## config.mk

```make
export PLATFORM = sky130hd
export DESIGN_NAME = numeric_literal_scanner_core_flat
export DESIGN_NICKNAME = d
export VERILOG_FILES = /design/src/hdl/nls_pkg.sv /design/src/hdl/nls_channels.sv /design/src/hdl/nls_step.sv /design/src/hdl/nls_out_reg.sv /design/src/hdl/numeric_literal_scanner_core.sv /design/src/flat_wrapper.sv
export SDC_FILE = /design/constraint.sdc
export NUM_CORES = 1
export LEC_CHECK = 0
export ABC_AREA = 1
export BUFFER_PORTS_ARGS = -buffer_cell sky130_fd_sc_hd__buf_4
export CAP_MARGIN = 5
export CORE_ASPECT_RATIO = 0.75
export CORE_MARGIN = 2
export CORE_UTILIZATION = 45
export DETAILED_ROUTE_END_ITERATION = 7
export PLACE_DENSITY = 0.69
export SLEW_MARGIN = 20
export SYNTH_ARGS = -nofsm -noshare
export SYNTH_HDL_FRONTEND = slang
export SYNTH_SLANG_ARGS = --single-unit
```

## constraint.sdc

```tcl
create_clock -name clock -period 2.2 [get_ports clock]
set_input_delay 0.22 -clock clock [delete_from_list [all_inputs] [get_ports clock]]
set_output_delay 0.22 -clock clock [all_outputs]
set_load 0.05 [all_outputs]
```

## src/hdl/nls_pkg.sv

```systemverilog
// Package for the numeric literal scanner: widths, character codes,
// CSR indexes, scanner state encoding and shared structs. No dependencies.
`timescale 1ns / 1ps
`default_nettype none

package nls_pkg;

   // Token length counter width and the saturation limit of the length outputs
   localparam int LengthBits = 12;
   localparam int OutBits    = 12;
   localparam int CmpBits    = ((LengthBits > OutBits) ? LengthBits : OutBits) + 1;
   localparam logic [LengthBits-1:0] CountMax = {LengthBits{1'b1}};
   localparam logic [CmpBits-1:0]    OutMax   = CmpBits'((1 << OutBits) - 1);

   // Configuration registers
   localparam int FlagsBits = 5;
   localparam int CapBits   = 12;
   localparam int CsrIdxBits  = 1;
   localparam int CsrDataBits = 12;
   localparam logic [CsrIdxBits-1:0] CsrFormatFlags   = 1'd0;
   localparam logic [CsrIdxBits-1:0] CsrTokenCapacity = 1'd1;
   localparam logic [FlagsBits-1:0]  FlagsReset   = 5'd31;
   localparam logic [CapBits-1:0]    CapacityReset = 12'd64;

   // format_flags bit positions
   localparam int FlagSign  = 0;
   localparam int FlagFloat = 1;
   localparam int Flag0x    = 2;
   localparam int Flag0h    = 3;
   localparam int Flag0b    = 4;

   // Character codes
   localparam logic [7:0] ChNul    = 8'h00;
   localparam logic [7:0] ChPlus   = 8'h2B;
   localparam logic [7:0] ChMinus  = 8'h2D;
   localparam logic [7:0] ChDot    = 8'h2E;
   localparam logic [7:0] ChZero   = 8'h30;
   localparam logic [7:0] ChOne    = 8'h31;
   localparam logic [7:0] ChNine   = 8'h39;
   localparam logic [7:0] ChUpperA = 8'h41;
   localparam logic [7:0] ChUpperB = 8'h42;
   localparam logic [7:0] ChUpperE = 8'h45;
   localparam logic [7:0] ChUpperF = 8'h46;
   localparam logic [7:0] ChUpperH = 8'h48;
   localparam logic [7:0] ChUpperX = 8'h58;
   localparam logic [7:0] ChLowerA = 8'h61;
   localparam logic [7:0] ChLowerB = 8'h62;
   localparam logic [7:0] ChLowerE = 8'h65;
   localparam logic [7:0] ChLowerF = 8'h66;
   localparam logic [7:0] ChLowerH = 8'h68;
   localparam logic [7:0] ChLowerX = 8'h78;

   // Token kinds
   localparam logic [2:0] KindInteger  = 3'd0;
   localparam logic [2:0] KindFraction = 3'd1;
   localparam logic [2:0] KindExponent = 3'd2;
   localparam logic [2:0] KindHex      = 3'd3;
   localparam logic [2:0] KindBinary   = 3'd4;

   // Scanner state, one-hot
   typedef enum logic [5:0] {
      ST_INT       = 6'b000001,
      ST_FRAC      = 6'b000010,
      ST_EXP_START = 6'b000100,
      ST_EXP       = 6'b001000,
      ST_HEX       = 6'b010000,
      ST_BIN       = 6'b100000
   } scan_state_type;

   // Everything the scanner carries from one character to the next
   typedef struct packed {
      scan_state_type          state;
      logic [LengthBits-1:0]   count;
      logic                    last_zero;
   } scan_ctx_type;

   // One result beat
   typedef struct packed {
      logic                accepted;
      logic                stored;
      logic [7:0]          char_out;
      logic [OutBits-1:0]  position;
      logic                token_done;
      logic [OutBits-1:0]  token_length;
      logic [2:0]          token_kind;
      logic                truncated;
   } nls_result_type;

   // Saturate the internal count to the output width
   function automatic logic [OutBits-1:0] clip_out(input logic [LengthBits-1:0] count);
      logic [CmpBits-1:0] ext;
      ext = CmpBits'(count);
      if (ext > OutMax) begin
         clip_out = OutBits'(OutMax);
      end else begin
         clip_out = ext[OutBits-1:0];
      end
   endfunction

endpackage

`default_nettype wire

```

## src/hdl/nls_channels.sv

```systemverilog
// Valid/ready channel interfaces for the scanner's character input and result output.
// Depends on nls_pkg for field widths.
`timescale 1ns / 1ps
`default_nettype none

interface nls_req_if;
   logic       valid;
   logic       ready;
   logic [7:0] ch;
   logic       end_of_input;

   modport source (output valid, ch, end_of_input, input ready);
   modport sink   (input valid, ch, end_of_input, output ready);
endinterface

interface nls_rsp_if;
   import nls_pkg::*;

   logic               valid;
   logic               ready;
   logic               accepted;
   logic               stored;
   logic [7:0]         char_out;
   logic [OutBits-1:0] position;
   logic               token_done;
   logic [OutBits-1:0] token_length;
   logic [2:0]         token_kind;
   logic               truncated;

   modport source (output valid, accepted, stored, char_out, position, token_done,
                   token_length, token_kind, truncated, input ready);
   modport sink   (input valid, accepted, stored, char_out, position, token_done,
                   token_length, token_kind, truncated, output ready);
endinterface

`default_nettype wire

```

## src/hdl/nls_step.sv

```systemverilog
// Per-character scanner decision: classifies the character, picks the next
// scanner context and builds the result beat. Pure logic; depends on nls_pkg.
`timescale 1ns / 1ps
`default_nettype none

module nls_step (
   input  wire logic [7:0]                     ch,
   input  wire logic                           end_of_input,
   input  wire logic [nls_pkg::FlagsBits-1:0]  format_flags,
   input  wire logic [nls_pkg::CapBits-1:0]    token_capacity,
   input  wire nls_pkg::scan_ctx_type          ctx,
   output nls_pkg::scan_ctx_type               ctx_next,
   output nls_pkg::nls_result_type             result
);
   import nls_pkg::*;

   logic           live;
   logic           is_digit;
   logic           is_sign;
   logic           is_hex_letter;
   logic           hex_prefix;
   logic           bin_prefix;
   logic           prefix_ok;
   logic           flt;
   logic           take;
   logic           below_cap;
   scan_state_type eff_state;
   scan_state_type next_state;
   logic           next_last_zero;
   logic [2:0]     kind;

   // Character classes
   always_comb begin
      live          = !end_of_input && (ch != ChNul);
      is_digit      = ch inside {[ChZero:ChNine]};
      is_sign       = (ch == ChPlus) || (ch == ChMinus);
      is_hex_letter = ch inside {[ChLowerA:ChLowerF], [ChUpperA:ChUpperF]};
      flt           = format_flags[FlagFloat];
      hex_prefix    = (format_flags[Flag0h] && (ch inside {ChLowerH, ChUpperH})) ||
                      (format_flags[Flag0x] && (ch inside {ChLowerX, ChUpperX}));
      bin_prefix    = format_flags[Flag0b] && (ch inside {ChLowerB, ChUpperB});
      prefix_ok     = (ctx.state == ST_INT) && ctx.last_zero &&
                      (ctx.count == LengthBits'(1));
   end

   // Just after 'e' anything but a sign is judged as an exponent digit
   always_comb begin
      if (ctx.state == ST_EXP_START && !is_sign) begin
         eff_state = ST_EXP;
      end else begin
         eff_state = ctx.state;
      end
   end

   // Accept decision and next state
   always_comb begin
      take           = 1'b0;
      next_state     = eff_state;
      next_last_zero = ctx.last_zero;
      if (live) begin
         case (eff_state)
            ST_EXP_START: begin
               take       = 1'b1;
               next_state = ST_EXP;
            end
            ST_INT, ST_FRAC, ST_EXP: begin
               if (is_digit) begin
                  take           = 1'b1;
                  next_last_zero = (ch == ChZero);
               end else if (eff_state == ST_INT && ch == ChDot && flt) begin
                  take       = 1'b1;
                  next_state = ST_FRAC;
               end else if ((eff_state == ST_INT || eff_state == ST_FRAC) &&
                            (ch inside {ChLowerE, ChUpperE}) && flt) begin
                  take       = 1'b1;
                  next_state = ST_EXP_START;
               end else if (prefix_ok && hex_prefix) begin
                  take       = 1'b1;
                  next_state = ST_HEX;
               end else if (prefix_ok && bin_prefix) begin
                  take       = 1'b1;
                  next_state = ST_BIN;
               end else if (format_flags[FlagSign] && ctx.count == '0 && is_sign) begin
                  take = 1'b1;
               end
            end
            ST_HEX: take = is_digit || is_hex_letter;
            ST_BIN: take = (ch == ChZero) || (ch == ChOne);
            default: take = 1'b0;
         endcase
      end
   end

   // Kind of the token being closed
   always_comb begin
      case (ctx.state)
         ST_FRAC:              kind = KindFraction;
         ST_EXP_START, ST_EXP: kind = KindExponent;
         ST_HEX:               kind = KindHex;
         ST_BIN:               kind = KindBinary;
         default:              kind = KindInteger;
      endcase
   end

   assign below_cap = CmpBits'(ctx.count) < CmpBits'(token_capacity);

   // Result beat and next context
   always_comb begin
      result = '0;
      if (take) begin
         result.accepted = 1'b1;
         result.stored   = below_cap;
         result.char_out = ch;
         result.position = clip_out(ctx.count);
         ctx_next.state     = next_state;
         ctx_next.count     = (ctx.count != CountMax) ? ctx.count + 1'b1 : ctx.count;
         ctx_next.last_zero = next_last_zero;
      end else begin
         result.token_done   = 1'b1;
         result.token_length = clip_out(ctx.count);
         result.token_kind   = kind;
         result.truncated    = !below_cap;
         ctx_next.state      = ST_INT;
         ctx_next.count      = '0;
         ctx_next.last_zero  = 1'b0;
      end
   end

endmodule

`default_nettype wire

```

## src/hdl/nls_out_reg.sv

```systemverilog
// Result register: holds one result beat until the sink takes it and frees
// the slot in the same cycle. Depends on nls_pkg and nls_rsp_if.
`timescale 1ns / 1ps
`default_nettype none

module nls_out_reg (
   input  wire logic                     clock,
   input  wire logic                     reset,
   input  wire logic                     load,
   input  wire nls_pkg::nls_result_type  beat_in,
   output logic                          space,
   nls_rsp_if.source                     rsp_chan
);
   import nls_pkg::*;

   logic           valid_ff;
   logic           valid_in;
   nls_result_type beat_ff;

   // Slot is free when empty or being drained this cycle
   assign space    = !valid_ff || rsp_chan.ready;
   assign valid_in = load || (valid_ff && !rsp_chan.ready);

   always_ff @(posedge clock) begin
      if (reset) begin
         valid_ff <= 1'b0;
      end else begin
         valid_ff <= valid_in;
      end
   end

   always_ff @(posedge clock) begin
      if (load) begin
         beat_ff <= beat_in;
      end
   end

   assign rsp_chan.valid        = valid_ff;
   assign rsp_chan.accepted     = beat_ff.accepted;
   assign rsp_chan.stored       = beat_ff.stored;
   assign rsp_chan.char_out     = beat_ff.char_out;
   assign rsp_chan.position     = beat_ff.position;
   assign rsp_chan.token_done   = beat_ff.token_done;
   assign rsp_chan.token_length = beat_ff.token_length;
   assign rsp_chan.token_kind   = beat_ff.token_kind;
   assign rsp_chan.truncated    = beat_ff.truncated;

endmodule

`default_nettype wire

```

## src/hdl/numeric_literal_scanner_core.sv

```systemverilog
// Top level of the numeric literal scanner: CSRs, scanner context registers,
// step logic and result register. Depends on nls_pkg, nls_channels, nls_step, nls_out_reg.
//
//   channel   | dir | handshake      | payload
//   ----------+-----+----------------+-------------------------------------------
//   req_chan  | in  | valid / ready  | ch, end_of_input
//   rsp_chan  | out | valid / ready  | accepted, stored, char_out, position,
//             |     |                | token_done, token_length, token_kind, truncated
//   csr_*     | in  | csr_we         | csr_index, csr_wdata (no read-back)
//
// One character per cycle while not stalled; each beat yields exactly one result
// beat from the result register in the next cycle. The scanner context updates at the
// accepting edge, so back-to-back characters see each other's effect.
// req_chan.ready drops only while the result register is full and the sink stalls.
// Reset is synchronous: scanner idle in the integer part, CSRs at defaults.
`timescale 1ns / 1ps
`default_nettype none

module numeric_literal_scanner_core (
   input  wire logic                          clock,
   input  wire logic                          reset,
   nls_req_if.sink                            req_chan,
   nls_rsp_if.source                          rsp_chan,
   input  wire logic                          csr_we,
   input  wire logic [nls_pkg::CsrIdxBits-1:0]  csr_index,
   input  wire logic [nls_pkg::CsrDataBits-1:0] csr_wdata
);
   import nls_pkg::*;

   logic [FlagsBits-1:0] format_flags_ff;
   logic [CapBits-1:0]   token_capacity_ff;
   scan_ctx_type         ctx_ff;
   scan_ctx_type         ctx_in;
   nls_result_type       result;
   logic                 space;
   logic                 accept;

   // Configuration registers
   always_ff @(posedge clock) begin
      if (reset) begin
         format_flags_ff   <= FlagsReset;
         token_capacity_ff <= CapacityReset;
      end else if (csr_we) begin
         case (csr_index)
            CsrFormatFlags:   format_flags_ff   <= csr_wdata[FlagsBits-1:0];
            CsrTokenCapacity: token_capacity_ff <= csr_wdata[CapBits-1:0];
            default: ;
         endcase
      end
   end

   assign req_chan.ready = space;
   assign accept         = req_chan.valid && space;

   // Per-character decision
   nls_step u_step (
      .ch             (req_chan.ch),
      .end_of_input   (req_chan.end_of_input),
      .format_flags   (format_flags_ff),
      .token_capacity (token_capacity_ff),
      .ctx            (ctx_ff),
      .ctx_next       (ctx_in),
      .result         (result)
   );

   // Scanner context
   always_ff @(posedge clock) begin
      if (reset) begin
         ctx_ff.state     <= ST_INT;
         ctx_ff.count     <= '0;
         ctx_ff.last_zero <= 1'b0;
      end else if (accept) begin
         ctx_ff <= ctx_in;
      end
   end

   // Result register
   nls_out_reg u_out (
      .clock    (clock),
      .reset    (reset),
      .load     (accept),
      .beat_in  (result),
      .space    (space),
      .rsp_chan (rsp_chan)
   );

   // Every result beat either extends the token or closes it, never both
   a_one_outcome: assert property (@(posedge clock) disable iff (reset)
      rsp_chan.valid |-> (rsp_chan.accepted != rsp_chan.token_done))
      else $error("result beat must be exactly one of accepted or token_done");

   // Closing a token restarts the count
   a_close_clears: assert property (@(posedge clock) disable iff (reset)
      (accept && !result.accepted) |=> (ctx_ff.count == '0 && ctx_ff.state == ST_INT))
      else $error("scanner context not cleared after token close");

   // Taking a character advances the count until it saturates
   a_count_step: assert property (@(posedge clock) disable iff (reset)
      (accept && result.accepted && ctx_ff.count != CountMax)
      |=> (ctx_ff.count == $past(ctx_ff.count) + 1'b1))
      else $error("accepted character did not advance the count");

   // Stored implies accepted on the output
   a_stored_taken: assert property (@(posedge clock) disable iff (reset)
      (rsp_chan.valid && rsp_chan.stored) |-> rsp_chan.accepted)
      else $error("stored set on a beat that was not accepted");

endmodule

`default_nettype wire

```

## src/flat_wrapper.sv

```systemverilog
// flat-port wrapper written by rule: the top's interface ports become plain ports
module numeric_literal_scanner_core_flat import nls_pkg::*;
  (clock, reset, csr_we, csr_index, csr_wdata, req_chan_valid, req_chan_ch, req_chan_end_of_input, req_chan_ready, rsp_chan_valid, rsp_chan_accepted, rsp_chan_stored, rsp_chan_char_out, rsp_chan_position, rsp_chan_token_done, rsp_chan_token_length, rsp_chan_token_kind, rsp_chan_truncated, rsp_chan_ready);
  nls_req_if req_chan_i ();
  nls_rsp_if rsp_chan_i ();
  input  wire logic clock;
  input  wire logic reset;
  input  wire logic csr_we;
  input  wire logic [nls_pkg::CsrIdxBits-1:0] csr_index;
  input  wire logic [nls_pkg::CsrDataBits-1:0] csr_wdata;
  input wire logic [$bits(req_chan_i.valid)-1:0] req_chan_valid;
  input wire logic [$bits(req_chan_i.ch)-1:0] req_chan_ch;
  input wire logic [$bits(req_chan_i.end_of_input)-1:0] req_chan_end_of_input;
  output wire logic [$bits(req_chan_i.ready)-1:0] req_chan_ready;
  output wire logic [$bits(rsp_chan_i.valid)-1:0] rsp_chan_valid;
  output wire logic [$bits(rsp_chan_i.accepted)-1:0] rsp_chan_accepted;
  output wire logic [$bits(rsp_chan_i.stored)-1:0] rsp_chan_stored;
  output wire logic [$bits(rsp_chan_i.char_out)-1:0] rsp_chan_char_out;
  output wire logic [$bits(rsp_chan_i.position)-1:0] rsp_chan_position;
  output wire logic [$bits(rsp_chan_i.token_done)-1:0] rsp_chan_token_done;
  output wire logic [$bits(rsp_chan_i.token_length)-1:0] rsp_chan_token_length;
  output wire logic [$bits(rsp_chan_i.token_kind)-1:0] rsp_chan_token_kind;
  output wire logic [$bits(rsp_chan_i.truncated)-1:0] rsp_chan_truncated;
  input wire logic [$bits(rsp_chan_i.ready)-1:0] rsp_chan_ready;
  assign req_chan_i.valid = req_chan_valid;
  assign req_chan_i.ch = req_chan_ch;
  assign req_chan_i.end_of_input = req_chan_end_of_input;
  assign req_chan_ready = req_chan_i.ready;
  assign rsp_chan_valid = rsp_chan_i.valid;
  assign rsp_chan_accepted = rsp_chan_i.accepted;
  assign rsp_chan_stored = rsp_chan_i.stored;
  assign rsp_chan_char_out = rsp_chan_i.char_out;
  assign rsp_chan_position = rsp_chan_i.position;
  assign rsp_chan_token_done = rsp_chan_i.token_done;
  assign rsp_chan_token_length = rsp_chan_i.token_length;
  assign rsp_chan_token_kind = rsp_chan_i.token_kind;
  assign rsp_chan_truncated = rsp_chan_i.truncated;
  assign rsp_chan_i.ready = rsp_chan_ready;
  numeric_literal_scanner_core u_core (.clock(clock), .reset(reset), .req_chan(req_chan_i), .rsp_chan(rsp_chan_i), .csr_we(csr_we), .csr_index(csr_index), .csr_wdata(csr_wdata));
endmodule
```

Yosys cells after proc, flatten, opt, wreduce, memory -nomap -nowiden:

Index checks and enable logic that the tools add are counted.
Widths: inputs -> output; s select.

* flip-flop bits (word level): 76
* input bits: 27
* word-level logic and storage cells: 123

* add/sub/neg operators: 1
* order comparisons: 7
* equality and inequality tests: 31
* multiplexer cells: 24
* bitwise gates (word level): 1
* reduce and logical (&&, ||, !) cells: 45

Operator list (count)
* $eq 8x7->1 const B: 8
* $mux 6: 7
* $eq 8x6->1 const B: 5
* $mux 22: 1
* $logic_and 1x1->1: 20
* $mux 19: 1
* $mux 17: 1
* $ge 8x7->1 const B: 2
* $le 8x7->1 const B: 2
* $add 12x1->12 const B: 1
* $eq 12x1->1 const B: 1
* $eq 6x1->1 const B: 2
* $eq 6x2->1 const B: 2
* $eq 6x3->1 const B: 2
* $eq 6x4->1 const B: 2
* $eq 6x5->1 const B: 2
* $eq 6x6->1 const B: 2
* $logic_not 12->1: 1
* $lt 12x12->1: 1
* $mux 12: 1
* $ne 12x12->1 const B: 1
* $pmux 3 s4: 1
* $pmux 6 s2: 1
* $mux 1: 10
* 14 further kinds: 32

Longest topological paths before layout:

* depth after elaboration: 16
* depth in mapped cells: 17
* mapped depth without buffers: 16

By module:

Synthesis repeated with hierarchy kept, for this count alone.

* cells, all modules: 582
* area total of the unflattened synthesis: 4344.2 um^2

Modules (own cells, without submodules)
* nls_step: instances 1, cells an instance 320, area each 1654.1 um^2, seq. area each 0.0 um^2
* numeric_literal_scanner_core: instances 1, cells an instance 218, area each 1476.4 um^2, seq. area each 720.7 um^2
* nls_out_reg: instances 1, cells an instance 44, area each 1213.7 um^2, seq. area each 1191.1 um^2

Worst setup path before layout:

OpenSTA, ideal clock, no wires.

* kind: flip-flop to flip-flop
* from: reg u_core.u_out.valid_ff, in the netlist u_core.u_out.rsp_chan.valid
* to: reg u_core.ctx_ff[2] in the netlist's numbering
* library setup time: 0.067 ns
* arrival time: 3.058 ns
* data required time: 2.133 ns
* setup slack: -0.925 ns
* stages on the path, launching flop included: 8
* cell sequence: dfxtp_1 > nand2_1 > nand2_1 > clkinv_1 > nand2_2 > buf_6 > nand2_2 > a21oi_2

* word-level cells in the longest chain between the ends: 4

RTL lines
* start: declaration: line nls_out_reg.sv:16 `logic valid_ff;`
* start signal: assignment: line nls_out_reg.sv:28 `valid_ff <= valid_in;`
* $logic_not 1->1: line nls_out_reg.sv:21 `assign space = !valid_ff || rsp_chan.ready;`
* $logic_or 1x1->1: line nls_out_reg.sv:21
* named net req_chan_ready: line flat_wrapper.sv:14 `output wire logic [$bits(req_chan_i.ready)-1:0] req_chan_ready;`
* $logic_and 1x1->1: line numeric_literal_scanner_core.sv:53 `assign accept = req_chan.valid && space;`
* named net u_core.accept: line numeric_literal_scanner_core.sv:36 `logic accept;`
* $reduce_and 2->1 (no line)
* end signal: assignment: line numeric_literal_scanner_core.sv:73 `ctx_ff <= ctx_in;`
* end: declaration: line numeric_literal_scanner_core.sv:32 `scan_ctx_type ctx_ff;`

The timed path passes the listed nets, and every way through them passes these cells.
A chain may end at the register's enable or synchronous reset.

Final worst setup path:

* from: reg u_core.ctx_ff[2] in the netlist's numbering
* to: reg u_core.ctx_ff[10] in the netlist's numbering

* word-level cells in the longest chain between the ends: 13
* elaborated cells between the ends (all ways): 21

RTL lines
* $logic_not 12->1: line nls_step.sv:83 `end else if (format_flags[FlagSign] && ctx.count == '0 && is_sign) begin`
* $logic_and 1x1->1 (2 in series): line nls_step.sv:83
* $mux 1: line nls_step.sv:83
* $mux 1: line nls_step.sv:80 `end else if (prefix_ok && bin_prefix) begin`
* $mux 1: line nls_step.sv:77 `end else if (prefix_ok && hex_prefix) begin`
* $mux 1: line nls_step.sv:73 `end else if ((eff_state == ST_INT || eff_state == ST_FRAC) &&`
* $mux 1: line nls_step.sv:70 `end else if (eff_state == ST_INT && ch == ChDot && flt) begin`
* $mux 1: line nls_step.sv:67 `if (is_digit) begin`
* $pmux 1 s4: line nls_step.sv:61 `case (eff_state)`
* $mux 1: line nls_step.sv:60 `if (live) begin`
* $ne 2x1->1 (no line)
* $reduce_and 2->1 (no line)

Parallel ways exist; a longest one is shown, timed or not. The select of a mux whose other input is x is not followed.

==> impl_metrics.tcl <==
set metrics [dict create \
    outcome "finished clean" \
    ant_nets 0 \
    portBuffers 67 \
    avgRoutedWirePerCell_um 13.7 \
    clkSinkCount 76 \
    cts.htree.levels 3 \
    synth_area_leader_cell "edfxtp_1" \
    period_share_pct 93.3 \
    critical_path_buf_inv_count 3 \
    criticalPathCategory "flip-flop to flip-flop" \
    reg2reg_depth 16 \
    yosys_register_bits 76 \
    overflow 0 \
    startpoint "u_core.ctx_ff[2]" \
    insertion_delay_ns 0.33 \
    critical_path.most_common_cell "nor2_1" \
    rsz0062_at_grt "yes" \
    synth_ff_type "edfxtp_1" \
    p_clk_share_pct 42.4 \
    netSwitchingPower_uw 974 \
    crit_chain "inv_2, ha_1, nand2_1, nor3_1, nand2_1, nor2_1, nor2_1, nand3_2, nand2_4, nand2_4, buf_4, nand3_2, nand2_2, buf_4, o21ai_1, nor2_1" \
    cap_violations 0 \
    async_flop_share_pct 0 \
    ys_seq_area_share_pct 47.9 \
    synth.area.mux_share_pct 0 \
    nets 616 \
    clock_path_buffers 2 \
    grt_first_pass_wirelength_um 15200 \
    cts.repair.resized 0 \
    fin_cells 688 \
    grt_antenna_before_repair 0 \
    cp_slowest_cell "dfxtp_1" \
    r2r-start "u_core.ctx_ff[2]" \
    synthCells 484 \
    p_comb_share_pct 15.8 \
    path_depth 16 \
    setup_viol 0 \
    synth_nets 525 \
    reg2reg_slack_ns 0.15 \
    place_inst 672 \
    placed_cell_area_mm2 0.00474 \
    end_kind "flip-flop" \
    netlist.area_leader.share_pct 29.4 \
    synthTopCellsByArea "edfxtp_1 (29%), dfxtp_1 (19%), nand2_1 (8.6%)" \
    clock.fmax_mhz 487 \
    synth_adder_area_share_pct 4.39 \
    syn_to_final_growth_pct 27.6 \
    slowest_delay_ns 0.43 \
    grt_max_degree 28 \
    power_uw 3840 \
    die_w_um 113 \
    period_needed_ns 2.05 \
    crit_path_max_fanout 6 \
    stdcell_area_mm2 0.00509 \
    place_hpwl_um 7240 \
    skew_ns 0.00425 \
    leakagePower_uw 0.00225 \
    r2r-end "u_core.ctx_ff[10]" \
    synthXorXnorAreaFrac_pct 1.76 \
    vdd.ir_drop.worst_mv 0.576 \
    cp.arrival_ns 2.27 \
    via_count 3371 \
    hold_viol 0 \
    ios 68 \
    drcViolationCount 0 \
    viasPerCell 4.90 \
    cp_top_family "simple AND/OR/NAND/NOR gates" \
    ys_warn_count 0 \
    clk_pin_slew_ns 0.06 \
    root_buffer "clkbuf_16" \
    antenna_cells 0 \
    powerDensity_mw_per_mm2 755 \
    core.rowCount 29 \
    switching_share_pct 25.3 \
    drt_wl_total_um 9440 \
    drt_pre_antenna_iters 5 \
    initial_core_util_pct 46.8 \
    grt_usage_pct 20.3 \
    holdBufCountCts 0 \
    synthesis.area_mm2 0.00399 \
    worst_slew_margin_rel_pct 50.8 \
    slew_violations 0 \
    drive_gt1_share_pct 27.1 \
    fill_cells 749 \
    cts_inserted_buffers 9 \
    first_iter_violations 235 \
    start_kind "flip-flop" \
    postCtsSetupBuffers 0 \
    cp.required_ns 2.42 \
    die_area_mm2 0.00964 \
    synth_simple_gate_area_share_pct 27.8 \
    cell_internal_pwr_uw 2870 \
    p_seq_share_pct 41.8 \
    avgSynthCellArea_um2 8.24 \
    hold_ws_ns 0.112 \
    synth_compound_area_share_pct 9.92 \
    hp-class "primary input to flip-flop" \
    die_h_um 85.5 \
    endpoint "u_core.ctx_ff[10]" \
    grt_pass1_vias 3099 \
    synth.distinct_cells 36 \
    core_mm2 0.00853 \
    synth_top_family_by_area "simple AND/OR/NAND/NOR gates" \
    worst_slew_pin_slew_ns 0.737 \
    synth_edf_count 39 \
    gp_congestion 0.914 \
    cts_tree "done" \
]
[per-stage QoR]
step                      setup slack (ns)  TNS (ns)  utilization [%]
final                                0.147         0             59.7
after global routing              -0.00774  -0.00774             59.7
after CTS                           0.0531         0             59.5
after detailed placement            0.0792         0             55.6
after global placement              0.0995         0             55.6
after floorplan                     0.0455         0                -
[cell families (layout without fill, tap and decap cells)]
family	count (synthesis)	count (layout)
buffers and inverters	73	169
adder cells (fa/ha/maj)	14	14
other	1	1
XOR/XNOR	8	8
flip-flops	76	76
AO/OA/AOI/OAI	67	67
AND/OR/NAND/NOR	245	245
[layout by cell type (no fill, tap or decap), types with 2 or more instances in the layout]
cell / synthesis / routed
o21ai_0: 15 / 15
dfxtp_2: 0 / 3
o211ai_1: 4 / 4
inv_1: 51 / 49
nand2_2: 9 / 10
nand3_1: 22 / 22
nor2_1: 87 / 86
inv_2: 8 / 10
nand4_1: 7 / 7
clkbuf_16: 0 / 9
buf_4: 0 / 90
xor2_1: 8 / 8
nor3_1: 7 / 7
nand2_4: 2 / 2
bufinv_16: 0 / 3
nand3_2: 5 / 5
a21oi_1: 30 / 30
clkinv_1: 2 / 3
nand2_1: 91 / 90
nor2_2: 9 / 9
edfxtp_1: 39 / 39
a21oi_2: 2 / 2
o21ai_1: 9 / 9
nor2_4: 3 / 4
ha_1: 14 / 13
dfxtp_1: 37 / 34
[worst min-delay path: stages]
cell,delay [ns]
buf_4,0.08
nand2_1,0.04
nand3_1,0.07
[cell usage after synthesis, types with 7 or more instances]
cell type and number:
nand2_1 91, nor2_2 9, inv_2 8, a21oi_1 30, nand2_2 9, o21ai_0 15
xor2_1 8, nand3_1 22, o21ai_1 9, nand4_1 7, ha_1 14, dfxtp_1 37
inv_1 51, edfxtp_1 39, nor3_1 7, nor2_1 87
[flip-flops by register name (all words and copies together) (netlist names)]
signal and cells:
u_core.u_out.rsp_chan.token_kind 3, u_core.u_out.rsp_chan.token_done 1, u_core.u_out.rsp_chan.truncated 1, u_core.u_out.rsp_chan.position 12
u_core.format_flags_ff 5, u_core.u_out.rsp_chan.char_out 8, u_core.token_capacity_ff 12, u_core.u_out.rsp_chan.stored 1
u_core.u_out.rsp_chan.token_length 12, u_core.ctx_ff 19, u_core.u_out.rsp_chan.accepted 1, u_core.u_out.rsp_chan.valid 1
[final cells by class]
class                           instances  area [µm²]  area share [%]
Timing Repair Buffer                   92         707            13.9
Tap cell                              108         135            2.65
Inverter                               61         234            4.60
Clock buffer                           10         229            4.50
Sequential cell                        76        1920            37.6
Multi-Input combinational cell        335        1770            34.7
Clock inverter                          6         103            2.02
[power by group through the flow]
stage | registers (µW) | logic (µW) | clock network, µW
finish | 1600 | 609 | 1630
global route | 1610 | 664 | 1730
CTS | 1600 | 607 | 1660
detailed placement | 1630 | 604 | 0
global placement | 1630 | 596 | 0
floorplan | 1780 | 251 | 0
[how the worst min path moves through the flow]
stage | to | depth (start not counted) | slack (ns) | start
global route | u_core.format_flags_ff[4] | 3 | 0.12 | csr_wdata[4]
floorplan | u_core.format_flags_ff[0] | 2 | 0.35 | csr_wdata[0]
global placement | u_core.token_capacity_ff[7] | 2 | 0.45 | u_core.token_capacity_ff[7]
finish | u_core.format_flags_ff[0] | 3 | 0.11 | csr_wdata[0]
CTS | u_core.format_flags_ff[0] | 3 | 0.1 | csr_wdata[0]
detailed placement | u_core.format_flags_ff[0] | 3 | 0.44 | csr_wdata[0]
[per-layer routing]
metal	vias to the layer above	part of all wire (%)	GRT usage [%]
met1	1504	52	30.4
met3	10	7.0	6.36
met2	101	40	28.4
met5	-	0	0
met4	0	1.0	5.21
li1	1756	-	-
Note: power is estimated with default switching activity, not from simulation.
